[config.mk]
export PLATFORM = sky130hd
export DESIGN_NAME = pbfl_div
export DESIGN_NICKNAME = d
export VERILOG_FILES = /design/src/rtl/pbfl_pkg.sv /design/src/rtl/pbfl_div.sv
export SDC_FILE = /design/constraint.sdc
export NUM_CORES = 1
export LEC_CHECK = 0
export BUFFER_PORTS_ARGS = -buffer_cell sky130_fd_sc_hd__buf_2
export CELL_PAD_IN_SITES_DETAIL_PLACEMENT = 0
export CELL_PAD_IN_SITES_GLOBAL_PLACEMENT = 1
export CORE_MARGIN = 1
export CORE_UTILIZATION = 44
export CTS_BUF_LIST = sky130_fd_sc_hd__clkbuf_4
export CTS_CLUSTER_DIAMETER = 50
export DETAILED_ROUTE_END_ITERATION = 6
export PLACE_DENSITY_LB_ADDON = 0.08
export SLEW_MARGIN = 15
export SYNTH_ARGS = -nofsm -noshare
export SYNTH_HDL_FRONTEND = slang
export SYNTH_SLANG_ARGS = --single-unit
[constraint.sdc]
create_clock -name clk_i -period 4.6 [get_ports clk_i]
set_input_delay 0.69 -clock clk_i [delete_from_list [all_inputs] [get_ports clk_i]]
set_output_delay 0.69 -clock clk_i [all_outputs]
set_load 0.05 [all_outputs]
[src/rtl/pbfl_pkg.sv]
package pbfl_pkg;

  // Field widths fixed by the interface.
  localparam int unsigned ID_W   = 48;
  localparam int unsigned CNT_W  = 7;
  localparam int unsigned FUNC_W = 2;
  localparam int unsigned STAT_W = 3;
  localparam int unsigned PIDX_W = 16;
  localparam int unsigned SIZE_W = 31;
  localparam int unsigned CIDX_W = 2;

  // Divider geometry: a 48-bit dividend over a 31-bit divisor.
  localparam int unsigned DIV_W  = 48;
  localparam int unsigned DVS_W  = 31;

  // Command codes.
  localparam logic [FUNC_W-1:0] FUNC_ALLOC = 2'd0;
  localparam logic [FUNC_W-1:0] FUNC_FREE  = 2'd1;
  localparam logic [FUNC_W-1:0] FUNC_INIT  = 2'd2;
  localparam logic [FUNC_W-1:0] FUNC_CLEAR = 2'd3;

  // Status codes.
  localparam logic [STAT_W-1:0] ST_OK       = 3'd0;
  localparam logic [STAT_W-1:0] ST_UNINIT   = 3'd1;
  localparam logic [STAT_W-1:0] ST_SHORT    = 3'd2;
  localparam logic [STAT_W-1:0] ST_RANGE    = 3'd3;
  localparam logic [STAT_W-1:0] ST_DBL_FREE = 3'd4;
  localparam logic [STAT_W-1:0] ST_OVER_CAP = 3'd5;

  // Configuration register indexes.
  localparam logic [CIDX_W-1:0] CFG_PAGE_INDEX  = 2'd0;
  localparam logic [CIDX_W-1:0] CFG_PAGE_BYTES  = 2'd1;
  localparam logic [CIDX_W-1:0] CFG_BLOCK_BYTES = 2'd2;

  typedef struct packed {
    logic             start;
    logic [DIV_W-1:0] dividend;
    logic [DVS_W-1:0] divisor;
  } div_req_t;

  typedef struct packed {
    logic             done;
    logic [DIV_W-1:0] quotient;
  } div_rsp_t;

endpackage

[src/rtl/pbfl_div.sv]
// Restoring divider, one quotient bit per cycle. The quotient is valid from
// the done pulse until the next start.
module pbfl_div (
  input  logic                clk_i,
  input  logic                rst_ni,
  input  pbfl_pkg::div_req_t  req_i,
  output pbfl_pkg::div_rsp_t  rsp_o
);

  localparam int unsigned CNT_BITS = $clog2(pbfl_pkg::DIV_W);

  logic                        busy_q, busy_d;
  logic                        done_q, done_d;
  logic [CNT_BITS-1:0]         cnt_q, cnt_d;
  logic [pbfl_pkg::DIV_W-1:0]  quo_q, quo_d;
  logic [pbfl_pkg::DVS_W-1:0]  rem_q, rem_d;
  logic [pbfl_pkg::DVS_W-1:0]  dsr_q, dsr_d;

  logic [pbfl_pkg::DVS_W:0]    trial;
  logic [pbfl_pkg::DVS_W+1:0]  diff;

  assign trial = {rem_q, quo_q[pbfl_pkg::DIV_W-1]};
  assign diff  = {1'b0, trial} - {2'b00, dsr_q};

  always_comb begin
    busy_d = busy_q;
    done_d = 1'b0;
    cnt_d  = cnt_q;
    quo_d  = quo_q;
    rem_d  = rem_q;
    dsr_d  = dsr_q;
    if (req_i.start) begin
      busy_d = 1'b1;
      cnt_d  = '0;
      quo_d  = req_i.dividend;
      rem_d  = '0;
      dsr_d  = req_i.divisor;
    end else if (busy_q) begin
      // The partial remainder stays below the divisor, so it fits DVS_W bits.
      if (!diff[pbfl_pkg::DVS_W+1]) begin
        rem_d = diff[pbfl_pkg::DVS_W-1:0];
        quo_d = {quo_q[pbfl_pkg::DIV_W-2:0], 1'b1};
      end else begin
        rem_d = trial[pbfl_pkg::DVS_W-1:0];
        quo_d = {quo_q[pbfl_pkg::DIV_W-2:0], 1'b0};
      end
      cnt_d = cnt_q + CNT_BITS'(1);
      if (cnt_q == CNT_BITS'(pbfl_pkg::DIV_W - 1)) begin
        busy_d = 1'b0;
        done_d = 1'b1;
      end
    end
  end

  always_ff @(posedge clk_i or negedge rst_ni) begin
    if (!rst_ni) begin
      busy_q <= 1'b0;
      done_q <= 1'b0;
      cnt_q  <= '0;
    end else begin
      busy_q <= busy_d;
      done_q <= done_d;
      cnt_q  <= cnt_d;
    end
  end

  always_ff @(posedge clk_i) begin
    quo_q <= quo_d;
    rem_q <= rem_d;
    dsr_q <= dsr_d;
  end

  assign rsp_o.done     = done_q;
  assign rsp_o.quotient = quo_q;

endmodule

==> results of run 1 <==
==> layer usage <==
metal  share of wire [%]  global-route usage [%]  wire length (µm)  vias up
met5                   0                       0                 0        -
met4                 1.1                    6.78               157        0
met3                 6.1                    6.46               871       15
met2                  46                    32.0              6610      136
met1                  47                    26.4              6750     2384
li1                    -                       -                 -     2476
==> power by group <==
group	switching (µW)	internal, µW	total, µW	leakage, µW
Sequential	35.1	1220	1250	0.00117
Clock	396	514	910	0.000184
Combinational	314	159	473	0.00195
Total	745	1890	2630	0.00330
==> flip-flops by register name, indices dropped and copies added (netlist names) <==
name,count
quo_q,48
dsr_q,31
done_q,1
busy_q,1
cnt_q,6
rem_q,31
==> area by class of cell <==
cell class	instances	area share [%]
sequential	118	42.0
multi-input combinational	412	39.1
timing repair buffer	136	9.22
tap	180	2.96
clock inverter	10	2.37
clock buffer	22	2.17
inverter	43	2.12
antenna	1	0.0329
==> placed cells by master (no fill, tap or decap), drive strengths merged, types with 4 or more instances in the layout <==
cell,n
inv,43
o21a,5
dfrtp,8
clkbuf,22
xnor2,12
o211ai,8
buf,135
nand2b,9
xor2,13
edfxtp,79
nand3,10
nor2,43
o21ai,27
nor3b,4
a211oi,9
nor2b,5
bufinv,5
nand2,60
and3,5
a21oi,35
ha,32
mux2,49
and2,5
dfxtp,31
a21o,10
nand4,5
a311oi,19
a31oi,5
==> kinds of logic after synthesis <==
kind of cell             share of synthesized area [%]
AND/OR/NAND/NOR                                   11.7
AO/OA/AOI/OAI                                     15.6
flip-flops                                        49.6
buffers and inverters                             4.29
multiplexers                                      8.88
adder cells (fa/ha/maj)                           6.53
XOR/XNOR                                          3.40
==> through the flow <==
stage / setup slack, ns / total power (µW) / instances
CTS: 0.966 / 2660 / 921
floorplan: 0.976 / 1620 / 598
global placement: 1.12 / 1740 / 888
global route: 0.618 / 2740 / 922
detailed placement: 0.977 / 1750 / 888
finish: 0.999 / 2630 / 922
==> worst max-delay path, delay by kind of cell (launching register included) <==
kind	cells	cell delay [ns]
AO/OA/AOI/OAI	7	1.85
adder cells (fa/ha/maj)	2	0.61
multiplexers	1	0.39
flip-flops	1	0.38
AND/OR/NAND/NOR	1	0.24
buffers and inverters	1	0.05
==> worst paths after layout <==
| check | from | endpoint | slack (ns) | depth (start not counted) |
|---|---|---|---|---|
| min reg2reg | rem_q[4] | rem_q[5] | 0.50 | 2 |
| max | quo_q[47] | rem_q[22] | 1.0 | 12 |
| max reg2reg | quo_q[47] | rem_q[22] | 1.0 | 12 |
| max in group asynchronous | rst_ni | busy_q | 3.88 | 2 |
| min | req_i[27] | dsr_q[27] | 0.32 | 1 |
| min in group asynchronous | rst_ni | done_q | 0.53 | 2 |
==> timing repair <==
action,CTS,global route
endpoints found under the hold margin,8,0
gates resized for setup,0,0
setup buffers,0,0
hold buffers,1,0
==> metrics.yaml, run 1 <==
synthCells: 598
final-hold-violation-count: 0
tightest_slew_ns: 1.03
crit_arrival_ns: 4.06
clkLatencyLatePin_ns: 0.53
grt_first_pass_wirelength_um: 23800
dp_hpwl_um: 10100
dr.pass1.iters: 5
fmax_mhz: 278
avgRoutedWirePerCell_um: 15.6
cap_violations: 0
cp_max_fo: 5
syn2layout_area_growth_pct: 18.0
async_reset_ff_share_pct: 6.78
rsz0062_at_grt: "false"
tns_ns: 0
start_util_pct: 45.7
viasPerCell: 5.43
synth_top_area_cell: "edfxtp_1"
root_buffer: "clkbuf_4"
clock_skew_ns: 0.0224
synth_top_area_share_pct: 36.8
grt_pass1_vias: 4948
critical_path_class: "reg2reg"
slew_headroom_pct: 31.6
nNetsFinal: 843
synth_edf_count: 79
worst_path_largest_cell_delay_ns: 0.45
ctsHtreeMaxLevel: 4
coreArea_mm2: 0.0141
end_kind: "register"
power.density_mw_per_mm2: 347
dpl-instance-area_mm2: 0.00724
vdd_drop_max_v: 0.000205
track_usage_pct: 20.3
synthesis.area_mm2: 0.00644
worstPathCellList: "inv_1 > ha_1 > fa_1 > and2b_1 > o2111ai_2 > a211oi_2 > o311ai_2 > a21oi_1 > a21oi_1 > a2111oi_0 > mux2_2 > a211oi_1"
synth-seq-cells: 118
io_buffer_count: 130
yosys-top-cells-count: "edfxtp_1, nand2_1, mux2_2"
cp_common_cell: "a21oi_1"
p_leak_uw: 0.00330
drt_wl_total_um: 14400
clk_pin_slew_worst_paths_ns: 0.11
yosysSeqAreaShare_pct: 49.6
clock_sinks: 118
nFillCells: 1293
drt_first_iter_violations: 333
status: "finished, final reports clean"
layout-drive-gt1-share_pct: 30.8
hold_path.class: "in2reg"
grt-ovfl-total: 0
synth.distinct_cells: 62
regArea_mm2: 0.00319
crit_required_ns: 5.06
multi_input_area_mm2: 0.00297
final_max_slew_viol_count: 0
finalWeightedCongestion: 0.813
die_h_um: 123
ioPinCount: 131
utilization_pct: 53.9
cts_buffers: 17
min_period_ns: 3.60
via_count: 5011
synth_flop_cell: "edfxtp_1"
syn_area_per_cell_um2: 10.8
drtAntennaViolNets: 0
setup_viol: 0
fp.dieW_um: 123
die_area_mm2: 0.0151
cts_tree: "built"
antenna_found_initial: 1
grt_max_degree: 80
timing.hold.ws_ns: 0.322
final_area_mm2: 0.00760
yosysMostFrequentCell: "edfxtp_1"
ys_warn_count: 0
start_kind: "register"
crit_path_top_delay_cell: "a2111oi_0"
post-route-drc-count: 0
syn-num-nets: 713
final.period_utilization_pct: 78.3
synth_area_leaders: "edfxtp_1, dfxtp_1, mux2_2"
rows: 43
clock_path_buffers: 2
No activity file was read; power rests on OpenSTA's default activity.
==> inputs of run 2 (changes only) <==
clock period = 3.7 ns   (was 4.6 ns; I/O delays follow)
==> metrics.yaml, run 2 (same netlist as run 1, synthesis figures left out) <==
reg2reg_from: "quo_q[47]"
via_count: 4940
track_usage_pct: 20.4
tightest_slew_ns: 1.04
reg2reg_slack_ns: 0.21
start_util_pct: 45.7
start_kind: "register"
finalWeightedCongestion: 0.878
critical_path_class: "reg2reg"
path_buf_inv: 2
min_period_ns: 3.49
cap_violations: 0
ioPinCount: 131
crit_arrival_ns: 3.96
rsz0062_at_grt: "false"
vdd_drop_max_v: 0.000304
final.period_utilization_pct: 94.2
clk_pin_slew_worst_paths_ns: 0.13
max_flop_register: "quo_q"
grt_max_degree: 49
rows: 43
cts_tree: "built"
timing.hold.ws_ns: 0.170
grt_first_pass_wirelength_um: 23600
cp_max_fo: 16
wl_met1_um: 6640
tns_ns: 0
syn2layout_area_growth_pct: 18.2
holdCritStartpoint: "req_i[21]"
dr_wl_met3_um: 928
die_area_mm2: 0.0151
status: "finished, final reports clean"
place_ws_ns: 0.150
clock_path_buffers: 2
clock_sinks: 118
slew_headroom_pct: 29.9
clock_skew_ns: 0.0243
drtAntennaViolNets: 0
final_common_cell: "buf_2"
routed-wl-met2_um: 6590
r2r-end: "rem_q[25]"
reg.largest.list: "quo_q x48, dsr_q x31, rem_q x31"
fp.dieW_um: 123
crit_family: "compound AO/OA/AOI/OAI gates"
whs_endpoint: "dsr_q[21]"
end_kind: "register"
crit_path_top_delay_cell: "or4_1"
finalWorstSetupSlack_ns: 0.213
die_h_um: 123
hold_path.class: "in2reg"
p_leak_uw: 0.00330
drt_wl_total_um: 14400
viasPerCell: 5.33
worstPathCellList: "inv_1 > ha_1 > fa_1 > and2b_1 > o2111ai_2 > a211oi_2 > o311ai_4 > a211oi_4 > o21a_4 > nor2_2 > buf_4 > or4_1 > a311oi_2"
dp_hpwl_um: 10300
antenna_found_initial: 0
largest_register_ffs: 48
whs_path_depth: 1
coreArea_mm2: 0.0141
final_max_slew_viol_count: 0
dr.pass1.iters: 4
crit_required_ns: 4.17
final-hold-violation-count: 0
final_area_mm2: 0.00761
r2r_cells: 13
final_cell_mix: "buf_2, edfxtp_1, nand2_1"
avgRoutedWirePerCell_um: 15.6
crit_cells: 13
io_buffer_count: 130
cts_buffers: 17
power.density_mw_per_mm2: 411
layout-drive-gt1-share_pct: 31.1
post-route-drc-count: 0
n_antenna_cell: 0
clkLatencyLatePin_ns: 0.55
fmax_mhz: 287
highest_layer: "met4"
root_buffer: "clkbuf_4"
drt_first_iter_violations: 348
nNetsFinal: 849
grt-ovfl-total: 0
setup_viol: 0
dpl-instance-area_mm2: 0.00729
grt_pass1_vias: 4861
ctsHtreeMaxLevel: 4
worst_path_largest_cell_delay_ns: 0.54
-- run 2: cell types whose count changed in the layout (fill, tap and decap cells not counted), sizes merged --
cell / delta
buf: +6
bufinv: -2
inv: +1
diode: -1
clkinv: +3
clkinvlp: +1
clkbuf: -4
-- run 2: what timing repair did --
item | CTS | global route
endpoints found under the hold margin | 8 | 0
endpoints found under the setup margin | 0 | 2
hold buffers | 1 | 0
setup buffers | 0 | 1
resized for setup | 0 | 1
-- run 2: final cells by class --
cell class / count / area [µm²]
multi-input cells: 412 / 2980
flip-flops and latches: 118 / 3190
repair buffers: 142 / 758
clock buffers: 18 / 135
inverters: 43 / 161
well taps: 180 / 225
clock inverters: 13 / 158
fillers: 1246 / 6480
-- run 2: power breakdown --
part | internal [µW] | switching, µW
Sequential | 1510 | 44.0
Combinational | 199 | 391
Clock | 469 | 518
Total | 2180 | 953
-- run 2: worst max path at each step --
stage	start	endpoint	slack [ns]
3_3_place_gp	quo_q[47]	rem_q[25]	0.25
3_5_place_dp	quo_q[47]	rem_q[25]	0.15
2_1_floorplan	quo_q[47]	rem_q[22]	0.08
4_1_cts	quo_q[47]	rem_q[25]	0.12
6_report	quo_q[47]	rem_q[25]	0.21
5_1_grt	quo_q[47]	rem_q[25]	0.0009
-- run 2: worst reg2reg max path, delay by kind of cell (launching register included) --
kind                     cells  cell delay, ns
flip-flops                   1            0.39
adder cells (fa/ha/maj)      2            0.62
AO/OA/AOI/OAI                6            1.31
buffers and inverters        2            0.29
AND/OR/NAND/NOR              3            0.82
-- run 2: through the flow --
| step | cells | total power (µW) | utilization [%] |
|---|---|---|---|
| 2_1_floorplan | 598 | 2010 | - |
| 3_3_place_gp | 893 | 2170 | 51.7 |
| 3_5_place_dp | 893 | 2170 | 51.7 |
| 4_1_cts | 925 | 3160 | 53.9 |
| 5_1_grt | 926 | 3280 | 54.0 |
| 6_report | 926 | 3130 | 54.0 |
-- run 2: layer usage --
layer  GRT usage, %  vias to the layer above
met5              0                        -
met4           7.76                        0
met3           6.09                       26
met2           32.4                      129
met1           26.3                     2315
li1               -                     2470
